File: config.mk
export PLATFORM = sky130hd
export DESIGN_NAME = c_integer_literal_lexer_unit_flat
export DESIGN_NICKNAME = d
export VERILOG_FILES = /design/src/hw/rtl/cilex_pkg.sv /design/src/hw/rtl/cilex_stream_if.sv /design/src/hw/rtl/c_integer_literal_lexer_unit.sv /design/src/hw/rtl/cilex_core.sv /design/src/hw/rtl/cilex_classify.sv /design/src/flat_wrapper.sv
export VERILOG_INCLUDE_DIRS = /design/src /design/src/hw/rtl
export SDC_FILE = /design/constraint.sdc
export NUM_CORES = 1
export LEC_CHECK = 0
export ABC_AREA = 1
export BUFFER_PORTS_ARGS = -buffer_cell sky130_fd_sc_hd__buf_4
export CORE_MARGIN = 1
export CORE_UTILIZATION = 40
export CTS_CLUSTER_DIAMETER = 30
export DETAILED_ROUTE_END_ITERATION = 6
export PLACE_DENSITY = 0.62
export SKIP_LAST_GASP = 1
export SYNTH_ARGS = -nofsm -noshare
export SYNTH_HDL_FRONTEND = slang
export SYNTH_SLANG_ARGS = --single-unit
export TNS_END_PERCENT = 5
File: constraint.sdc
create_clock -name clk -period 13.2 [get_ports clk]
set_clock_uncertainty 0.2 [all_clocks]
set_input_delay 0.66 -clock clk [delete_from_list [all_inputs] [get_ports clk]]
set_output_delay 0.66 -clock clk [all_outputs]
set_load 0.1 [all_outputs]
File: src/hw/rtl/c_integer_literal_lexer_unit_defines.svh
// Assertion macros for the C integer literal lexer.
// Included by files that carry concurrent checks; expects a clock clk and reset rst.
`ifndef C_INTEGER_LITERAL_LEXER_UNIT_DEFINES_SVH
`define C_INTEGER_LITERAL_LEXER_UNIT_DEFINES_SVH
`ifndef SYNTHESIS
`define CILEX_ASSERT_IMP(label, ante, cons) \
  label: assert property (@(posedge clk) disable iff (rst) (ante) |-> (cons)) \
    else $error("cilex check failed");
`define CILEX_ASSERT_NXT(label, ante, cons) \
  label: assert property (@(posedge clk) disable iff (rst) (ante) |=> (cons)) \
    else $error("cilex check failed");
`else
`define CILEX_ASSERT_IMP(label, ante, cons)
`define CILEX_ASSERT_NXT(label, ante, cons)
`endif
`endif

File: src/hw/rtl/cilex_pkg.sv
// Shared types, limits and character constants for the C integer literal lexer.
// No dependencies; used by every other file of the block except the defines header.
package cilex_pkg;

  localparam int INT_BITS   = 32;
  localparam int LLONG_BITS = 64;
  localparam int VALUE_BITS = 64;

  localparam logic [VALUE_BITS-1:0] ULLONG_MAX  = ~64'd0 >> (64 - LLONG_BITS);
  localparam logic [VALUE_BITS-1:0] LLONG_MAX   = ~64'd0 >> (65 - LLONG_BITS);
  localparam logic [VALUE_BITS-1:0] INT_MAX     = (64'd1 << (INT_BITS - 1)) - 64'd1;
  localparam logic [VALUE_BITS-1:0] UINT_MAX    = (64'd1 << INT_BITS) - 64'd1;
  localparam logic [VALUE_BITS-1:0] LONG32_MAX  = 64'h0000_0000_7fff_ffff;
  localparam logic [VALUE_BITS-1:0] ULONG32_MAX = 64'h0000_0000_ffff_ffff;

  // accum*10+d stays in range iff accum < DEC_LIMIT, or accum == DEC_LIMIT and d <= DEC_REM
  localparam logic [VALUE_BITS-1:0] DEC_LIMIT = ULLONG_MAX / 64'd10;
  localparam logic [3:0]            DEC_REM   = 4'(ULLONG_MAX % 64'd10);

  localparam logic [7:0] CH_0  = 8'h30;
  localparam logic [7:0] CH_8  = 8'h38;
  localparam logic [7:0] CH_9  = 8'h39;
  localparam logic [7:0] CH_UA = 8'h41;
  localparam logic [7:0] CH_UF = 8'h46;
  localparam logic [7:0] CH_LA = 8'h61;
  localparam logic [7:0] CH_LF = 8'h66;
  localparam logic [7:0] CH_UL = 8'h4c;
  localparam logic [7:0] CH_LL = 8'h6c;
  localparam logic [7:0] CH_UU = 8'h55;
  localparam logic [7:0] CH_LU = 8'h75;
  localparam logic [7:0] CH_UX = 8'h58;
  localparam logic [7:0] CH_LX = 8'h78;
  localparam logic [7:0] CASE_MASK = 8'h5f;

  typedef enum logic [1:0] {
    PH_FIRST,
    PH_ZERO,
    PH_DIGITS,
    PH_SUFFIX
  } phase_t;

  typedef enum logic [1:0] {
    RADIX_DEC,
    RADIX_OCT,
    RADIX_HEX
  } radix_t;

  typedef enum logic [2:0] {
    T_INT,
    T_UINT,
    T_LONG,
    T_ULONG,
    T_LLONG,
    T_ULLONG
  } type_code_t;

  typedef struct packed {
    logic [7:0] token_char;
    logic       last_char;
  } in_beat_t;

  typedef struct packed {
    logic [VALUE_BITS-1:0] value;
    logic [2:0]            type_code;
    logic                  overflow_error;
    logic                  octal_error;
  } out_beat_t;

  // finished token handed from the scanner to the type classifier
  typedef struct packed {
    logic [VALUE_BITS-1:0] accum;
    radix_t                radix;
    logic                  overflow_seen;
    logic                  bad_octal_seen;
    logic [2:0][7:0]       suffix;
  } token_snap_t;

  function automatic logic is_u(input logic [7:0] c);
    return (c == CH_LU) || (c == CH_UU);
  endfunction

  function automatic logic is_l(input logic [7:0] c);
    return (c == CH_LL) || (c == CH_UL);
  endfunction

endpackage

File: src/hw/rtl/cilex_stream_if.sv
// Valid/ready stream interfaces for the character input and the result output.
// Depends on cilex_pkg for the beat payload types.
interface cilex_in_if import cilex_pkg::*; ();
  logic     valid;
  logic     ready;
  in_beat_t data;

  modport source (output valid, output data, input ready);
  modport sink (input valid, input data, output ready);
endinterface

interface cilex_out_if import cilex_pkg::*; ();
  logic      valid;
  logic      ready;
  out_beat_t data;

  modport source (output valid, output data, input ready);
  modport sink (input valid, input data, output ready);
endinterface

File: src/hw/rtl/c_integer_literal_lexer_unit.sv
// C integer literal lexer: takes one character per cycle, back to back across token
// boundaries unless a full snapshot waits on a stalled result, and returns value, C type and
// error flags via the snapshot and result registers after the beat that carries the last mark.
// The rate is set by the digit accumulate step in cilex_core (a 64-bit times-ten add and its
// overflow compare); type selection runs in the following register stage. The result and
// snapshot registers let new characters flow while a result waits to be taken. long_is_wide
// resets to 1; the user writes it through cfg_we/cfg_wdata only while idle, unchecked by the block.
module c_integer_literal_lexer_unit import cilex_pkg::*; (
  input  logic        clk,
  input  logic        rst,
  input  logic        cfg_we,
  input  logic        cfg_wdata,
  cilex_in_if.sink    tok,
  cilex_out_if.source res
);

`include "c_integer_literal_lexer_unit_defines.svh"

  logic        long_is_wide;
  logic        snap_valid, snap_ready;
  token_snap_t snap;

  always_ff @(posedge clk) begin
    if (rst) begin
      long_is_wide <= 1'b1;
    end else if (cfg_we) begin
      long_is_wide <= cfg_wdata;
    end
  end

  cilex_core u_core (
    .clk        (clk),
    .rst        (rst),
    .tok        (tok),
    .snap_valid (snap_valid),
    .snap_ready (snap_ready),
    .snap       (snap)
  );

  cilex_classify u_classify (
    .clk          (clk),
    .rst          (rst),
    .long_is_wide (long_is_wide),
    .snap_valid   (snap_valid),
    .snap_ready   (snap_ready),
    .snap         (snap),
    .res          (res)
  );

  // a full snapshot behind a stalled result must hold off new characters
  `CILEX_ASSERT_IMP(a_stall_blocks_input, snap_valid && res.valid && !res.ready, !tok.ready)
  `CILEX_ASSERT_NXT(a_last_makes_snap, tok.valid && tok.ready && tok.data.last_char, snap_valid)
  `CILEX_ASSERT_IMP(a_int_in_range, res.valid && res.data.type_code == T_INT, res.data.value <= INT_MAX)
  `CILEX_ASSERT_IMP(a_uint_in_range, res.valid && res.data.type_code == T_UINT, res.data.value <= UINT_MAX)

endmodule

File: src/hw/rtl/cilex_core.sv
// Character scanner: prefix/base detection, digit accumulation with overflow
// test, suffix capture. Hands a token snapshot on the last character. Uses cilex_pkg.
module cilex_core import cilex_pkg::*; (
  input  logic        clk,
  input  logic        rst,
  cilex_in_if.sink    tok,
  output logic        snap_valid,
  input  logic        snap_ready,
  output token_snap_t snap
);

  phase_t                phase, phase_next;
  radix_t                radix, radix_next;
  logic [VALUE_BITS-1:0] accum, accum_next;
  logic                  overflow_seen, overflow_seen_next;
  logic                  bad_octal_seen, bad_octal_seen_next;
  logic [2:0][7:0]       suffix, suffix_next;
  logic [1:0]            suffix_count, suffix_count_next;

  logic       accept;
  logic [7:0] c;
  logic       c_dec, c_hex_alpha, do_feed, digit_ok;
  radix_t     eff_radix;
  logic [3:0] d;
  logic [7:0] hex_alpha_val;

  assign accept    = tok.valid && tok.ready;
  assign tok.ready = !snap_valid || snap_ready;
  assign c         = tok.data.token_char;

  assign c_dec         = (c >= CH_0) && (c <= CH_9);
  assign c_hex_alpha   = ((c >= CH_LA) && (c <= CH_LF)) || ((c >= CH_UA) && (c <= CH_UF));
  assign hex_alpha_val = (c & CASE_MASK) - CH_UA + 8'd10;

  always_comb begin
    phase_next          = phase;
    radix_next          = radix;
    accum_next          = accum;
    overflow_seen_next  = overflow_seen;
    bad_octal_seen_next = bad_octal_seen;
    suffix_next         = suffix;
    suffix_count_next   = suffix_count;
    do_feed             = 1'b0;
    eff_radix           = radix;
    digit_ok            = 1'b0;
    d                   = c_dec ? 4'(c - CH_0) : hex_alpha_val[3:0];

    unique case (phase)
      PH_FIRST: begin
        if (c == CH_0) begin
          radix_next = RADIX_OCT;
          phase_next = PH_ZERO;
        end else begin
          radix_next = RADIX_DEC;
          eff_radix  = RADIX_DEC;
          do_feed    = 1'b1;
        end
      end
      PH_ZERO: begin
        if (c == CH_LX || c == CH_UX) begin
          radix_next = RADIX_HEX;
          phase_next = PH_DIGITS;
        end else begin
          do_feed = 1'b1;
        end
      end
      PH_DIGITS: do_feed = 1'b1;
      PH_SUFFIX: ;
      default: ;
    endcase

    digit_ok = do_feed && ((eff_radix == RADIX_HEX) ? (c_dec || c_hex_alpha) : c_dec);

    if (digit_ok) begin
      phase_next = PH_DIGITS;
      unique case (eff_radix)
        RADIX_HEX: begin
          if (|accum[VALUE_BITS-1 -: 4]) overflow_seen_next = 1'b1;
          else accum_next = {accum[VALUE_BITS-5:0], 4'b0} + VALUE_BITS'(d);
        end
        RADIX_OCT: begin
          if (c == CH_8 || c == CH_9) bad_octal_seen_next = 1'b1;
          if (|accum[VALUE_BITS-1 -: 3]) overflow_seen_next = 1'b1;
          else accum_next = {accum[VALUE_BITS-4:0], 3'b0} + VALUE_BITS'(d);
        end
        default: begin
          if (accum > DEC_LIMIT || (accum == DEC_LIMIT && d > DEC_REM)) begin
            overflow_seen_next = 1'b1;
          end else begin
            accum_next = {accum[VALUE_BITS-4:0], 3'b0} + {accum[VALUE_BITS-2:0], 1'b0}
                         + VALUE_BITS'(d);
          end
        end
      endcase
    end else if (do_feed || phase == PH_SUFFIX) begin
      // suffix character; only the first three are kept
      phase_next = PH_SUFFIX;
      if (suffix_count != 2'd3) begin
        for (int i = 0; i < 3; i++) begin
          if (suffix_count == 2'(i)) suffix_next[i] = c;
        end
        suffix_count_next = suffix_count + 2'd1;
      end
    end
  end

  always_ff @(posedge clk) begin
    if (rst) begin
      phase          <= PH_FIRST;
      radix          <= RADIX_DEC;
      accum          <= '0;
      overflow_seen  <= 1'b0;
      bad_octal_seen <= 1'b0;
      suffix         <= '0;
      suffix_count   <= 2'd0;
    end else if (accept) begin
      if (tok.data.last_char) begin
        phase          <= PH_FIRST;
        radix          <= RADIX_DEC;
        accum          <= '0;
        overflow_seen  <= 1'b0;
        bad_octal_seen <= 1'b0;
        suffix         <= '0;
        suffix_count   <= 2'd0;
      end else begin
        phase          <= phase_next;
        radix          <= radix_next;
        accum          <= accum_next;
        overflow_seen  <= overflow_seen_next;
        bad_octal_seen <= bad_octal_seen_next;
        suffix         <= suffix_next;
        suffix_count   <= suffix_count_next;
      end
    end
  end

  always_ff @(posedge clk) begin
    if (rst) begin
      snap_valid <= 1'b0;
    end else if (accept && tok.data.last_char) begin
      snap_valid <= 1'b1;
    end else if (snap_ready) begin
      snap_valid <= 1'b0;
    end
  end

  always_ff @(posedge clk) begin
    if (accept && tok.data.last_char) begin
      snap.accum          <= accum_next;
      snap.radix          <= radix_next;
      snap.overflow_seen  <= overflow_seen_next;
      snap.bad_octal_seen <= bad_octal_seen_next;
      snap.suffix         <= suffix_next;
    end
  end

endmodule

File: src/hw/rtl/cilex_classify.sv
// Type selection from suffix, base and type limits; drives the result register.
// Uses cilex_pkg; fed by cilex_core.
module cilex_classify import cilex_pkg::*; (
  input  logic        clk,
  input  logic        rst,
  input  logic        long_is_wide,
  input  logic        snap_valid,
  output logic        snap_ready,
  input  token_snap_t snap,
  cilex_out_if.source res
);

  logic [7:0]            s0, s1, s2;
  logic [VALUE_BITS-1:0] n, long_max, ulong_max;
  logic                  dec, ll, ull, llu, lu, ul;
  logic                  gt_int, gt_uint, gt_long, gt_ulong, gt_llong;
  logic                  is_signed;
  type_code_t            ty;

  assign s0  = snap.suffix[0];
  assign s1  = snap.suffix[1];
  assign s2  = snap.suffix[2];
  assign n   = snap.accum;
  assign dec = (snap.radix == RADIX_DEC);

  assign ll  = (s0 == CH_LL && s1 == CH_LL) || (s0 == CH_UL && s1 == CH_UL);
  assign ull = is_u(s0) && ((s1 == CH_LL && s2 == CH_LL) || (s1 == CH_UL && s2 == CH_UL));
  assign llu = ll && is_u(s2);
  assign lu  = is_l(s0) && is_u(s1);
  assign ul  = is_u(s0) && is_l(s1);

  assign long_max  = long_is_wide ? LLONG_MAX : LONG32_MAX;
  assign ulong_max = long_is_wide ? ULLONG_MAX : ULONG32_MAX;

  assign gt_int   = n > INT_MAX;
  assign gt_uint  = n > UINT_MAX;
  assign gt_long  = n > long_max;
  assign gt_ulong = n > ulong_max;
  assign gt_llong = n > LLONG_MAX;

  always_comb begin
    priority if (ull || llu) begin
      ty = T_ULLONG;
    end else if (ll) begin
      ty = (gt_llong && !dec) ? T_ULLONG : T_LLONG;
    end else if (lu || ul) begin
      ty = gt_ulong ? T_ULLONG : T_ULONG;
    end else if (is_l(s0)) begin
      priority if (dec)      ty = gt_long ? T_LLONG : T_LONG;
      else if (!gt_long)     ty = T_LONG;
      else if (!gt_ulong)    ty = T_ULONG;
      else if (!gt_llong)    ty = T_LLONG;
      else                   ty = T_ULLONG;
    end else if (is_u(s0)) begin
      priority if (!gt_uint) ty = T_UINT;
      else if (!gt_ulong)    ty = T_ULONG;
      else                   ty = T_ULLONG;
    end else if (dec) begin
      priority if (!gt_int)  ty = T_INT;
      else if (!gt_long)     ty = T_LONG;
      else                   ty = T_LLONG;
    end else begin
      priority if (!gt_int)  ty = T_INT;
      else if (!gt_uint)     ty = T_UINT;
      else if (!gt_long)     ty = T_LONG;
      else if (!gt_ulong)    ty = T_ULONG;
      else if (!gt_llong)    ty = T_LLONG;
      else                   ty = T_ULLONG;
    end
  end

  assign is_signed  = (ty == T_INT) || (ty == T_LONG) || (ty == T_LLONG);
  assign snap_ready = !res.valid || res.ready;

  always_ff @(posedge clk) begin
    if (rst) begin
      res.valid <= 1'b0;
    end else if (snap_ready) begin
      res.valid <= snap_valid;
    end
  end

  always_ff @(posedge clk) begin
    if (snap_ready && snap_valid) begin
      res.data.value          <= n;
      res.data.type_code      <= ty;
      res.data.overflow_error <= snap.overflow_seen || (is_signed && gt_llong);
      res.data.octal_error    <= snap.bad_octal_seen;
    end
  end

endmodule
File: src/flat_wrapper.sv
// flat-port wrapper written by rule: the top's interface ports become plain ports
module c_integer_literal_lexer_unit_flat import cilex_pkg::*;
  (clk, rst, cfg_we, cfg_wdata, tok_valid, tok_data, tok_ready, res_valid, res_data, res_ready);
  cilex_in_if tok_i ();
  cilex_out_if res_i ();
  input  logic clk;
  input  logic rst;
  input  logic cfg_we;
  input  logic cfg_wdata;
  input wire logic [$bits(tok_i.valid)-1:0] tok_valid;
  input wire logic [$bits(tok_i.data)-1:0] tok_data;
  output wire logic [$bits(tok_i.ready)-1:0] tok_ready;
  output wire logic [$bits(res_i.valid)-1:0] res_valid;
  output wire logic [$bits(res_i.data)-1:0] res_data;
  input wire logic [$bits(res_i.ready)-1:0] res_ready;
  assign tok_i.valid = tok_valid;
  assign tok_i.data = tok_data;
  assign tok_ready = tok_i.ready;
  assign res_valid = res_i.valid;
  assign res_data = res_i.data;
  assign res_i.ready = res_ready;
  c_integer_literal_lexer_unit u_core (.clk(clk), .rst(rst), .cfg_we(cfg_we), .cfg_wdata(cfg_wdata), .tok(tok_i), .res(res_i));
endmodule
==> key figures <==
Floorplanning
  • Num ports: 86
  • Starting utilization of the core area: 0.404
  • DIE HEIGHT: 240 µm
  • Std cell rows: 87
  • Die ar.: 0.0578 mm²
  • Core area: 0.0563 mm²
  • Die X-Extent: 240 µm

Setup path
  • Crit Path Category: input port to register
  • CP Capture Type: register
  • Crit path launch type: input port
  • CP Data Required Time: 13.35 ns
  • Worst Path Max Fanout: 61
  • Worst EP arrival: 5.16 ns

Clocking
  • Clock tree buffer depth: 3
  • Clock-pin slew on the worst setup and hold paths: 0.05 ns
  • CTS buffer count: 43
  • H-tree levels: 2
  • CTS sink cnt: 260
  • CTS-repair resized insts: 0
  • Clk root buf: clkbuf_16
  • Worst-Skew Late Latency: 0.56 ns
  • CTS Hold Buffers Added: 0
  • Setup Buffers After CTS: 0
  • CTS tree: yes

Pwr
  • Total Power: 2.28 mW
  • Pwr dens: 89.6 mW/mm²
  • Lkg Pwr: 11.8 nW
  • Worst vdd ir: 0.0828 mV

Yosys
  • YS warnings: 0
  • Syn Nets: 3724
  • Ys flop type: edfxtp_1
  • Synth top cells by count: nand2_1 (1279), inv_1 (436), nor2_1 (331)
  • Mapped Avg Cell Area: 6.42 µm²
  • Synth cell types: 53
  • Sequential share of the synthesized area: 0.300
  • Asr flop ratio synth: 0
  • Yosys reg bits: 260
  • Main area contributors after synthesis: edfxtp_1 (21%), nand2_1 (21%), ha_1 (9.2%), dfxtp_1 (8.7%), inv_1 (7.2%)
  • Post-Synthesis Cells: 3540
  • Most frequent cell after synthesis: nand2_1
  • EDFF count, synth: 161
  • Synth top area share: 0.213
  • Largest area contributor in the netlist: edfxtp_1
  • Cell area after synthesis: 0.0227 mm²

STA
  • Unrepaired setup endpoints after global routing: false
  • Actual slew at the worst max-slew pin: 1.18 ns
  • Slew Limit Fails: 0
  • Max Clock Freq: 200 MHz
  • Setup TNS: 0 ns
  • Slew headroom: 0.210
  • Final worst-path cycle share: 0.379
  • Final Setup Violations: 0
  • Tmin final: 5.01 ns
  • Final hold vios: 0

Global route
  • Maximum number of pins on one net before global-route repair: 66
  • Antenna violations before repair: 0
  • First-pass GRT wire length: 125000 µm
  • Overflow after GRT: 0
  • Number of global-route vias before repair: 21.4k
  • Total GRT Usage: 0.284

Hold path
  • Hold crit path type: input port to register

Drt
  • Residual DRC: 0
  • Final Routed Wirelength: 82300 µm
  • Via count: 23.5k
  • Wire per inst: 19.0 µm
  • Final ANT Viol Nets: 0
  • Drt first pass iters: 6
  • Vias per std cell: 5.40
  • Detailed router's first-iteration violation count: 2667

Outcome
  • Status: finished, final reports clean

Finish
  • ANT cells: 0
  • Synth-to-layout area growth: 12.0%
  • NumNets Final: 3737
  • Share of layout cells above drive strength 1: 0.0635

Place
  • Port Buffers: 85
  • Final RePlAce weighted congestion: 1.10
  • Post-DP HPWL: 64500 µm

Run
  • Max Cap Violations: 0
## power breakdown
part	switching [mW]	internal, mW	leakage, nW
sequential	0.0155	0.887	2.32
clock	0.432	0.768	0.750
combinational	0.136	0.0424	8.75
total	0.583	1.70	11.8
## critical path: stages
cell and delay (ns):
buf_4 0.15, inv_1 0.14, nand4_1 0.13, nor4_1 0.38, nor2_1 0.13, nor2_1 0.16, ha_1 0.50, inv_1 0.39
nor3_1 0.22, o211ai_1 0.11, o21ai_1 0.15, nand4_1 0.10, buf_4 0.30, inv_2 0.19, buf_4 0.60, o21ai_4 0.09
buf_4 0.30, nand2_1 0.14, a21boi_0 0.26
## final cells by class
class / count / area [µm²]
Multi-Input combinational cell: 2691 / 13600
Tap cell: 756 / 946
Sequential cell: 260 / 6820
Fill cell: 5916 / 30800
Inverter: 451 / 1690
Clock buffer: 49 / 1160
Timing Repair Buffer: 106 / 796
Clock inverter: 31 / 415
## cells in the final DEF, fill, tap and decap left out, types with 8 or more instances in the layout
cell	Yosys	layout
clkbuf_16	0	45
nand3b_1	11	11
nand3_1	197	197
nor2_2	8	9
nor3_1	41	41
edfxtp_1	161	161
and2_1	16	16
o21ai_1	31	31
o221ai_1	10	10
nand2_1	1279	1278
xor2_1	38	38
inv_2	15	15
ha_1	167	167
inv_1	436	436
nand4_1	53	53
a221oi_1	19	19
dfxtp_1	99	99
o21ai_0	85	85
o21a_1	26	26
o211ai_1	46	46
a21boi_0	10	10
buf_4	7	106
xnor2_1	20	20
a21oi_1	236	235
a22oi_1	8	8
nor2_1	331	328
## final timing paths
kind	startpoint	endpoint	slack [ns]	cells past startpoint
setup / recovery	tok_data[1]	u_core.u_core.snap[63]$_DFFE_PP_	8.19	19
hold / removal	cfg_we	u_core.long_is_wide$_SDFFE_PP1P_	0.12	2
hold reg to reg	u_core.u_core.snap[24]$_DFFE_PP_	u_core.u_classify.res.data[0]$_DFFE_PP_	0.24	0
setup reg to reg	u_core.u_core.phase[0]$_SDFFE_PP0P_	u_core.u_core.snap[63]$_DFFE_PP_	8.52	18
## registers in the layout (all words and copies together) (netlist names)
| name | flops |
|---|---|
| u_core.u_core.accum | 64 |
| u_core.u_core.phase | 2 |
| u_core.u_core.overflow_seen | 1 |
| u_core.u_core.snap_valid | 1 |
| u_core.u_core.radix | 2 |
| u_core.long_is_wide | 1 |
| u_core.u_core.snap | 92 |
| u_core.u_classify.res.data | 69 |
| u_core.u_core.suffix | 24 |
| u_core.u_core.suffix_count | 2 |
| u_core.u_classify.res.valid | 1 |
| u_core.u_core.bad_octal_seen | 1 |
## per-layer routing
metal	track usage	routed length, µm	up-vias
met3	0.0595	8980	178
met1	0.398	36200	10648
met2	0.418	33900	1120
met5	0	0	-
li1	-	-	11516
met4	0.119	3280	0
## metrics by stage
step	cells	setup WS, ns	cell area [µm²]	util	hold WS [ns]
2_1_floorplan	3540	6.54	22700	-	0.200
3_3_place_gp	4264	7.80	23900	0.424	0.231
3_5_place_dp	4264	7.76	23900	0.424	0.235
4_1_cts	4344	8.31	25400	0.452	0.111
5_1_grt	4344	7.84	25400	0.452	0.126
6_report	4344	8.19	25400	0.452	0.120
## logic make-up after synthesis
family / Yosys count / synth area share
buf+inv: 589 / 0.102
flops: 260 / 0.300
compound gates: 504 / 0.130
simple gates: 1960 / 0.351
xor+xnor: 58 / 0.0224
fa+ha+maj: 169 / 0.0937
(Power assumes the default switching activity.)
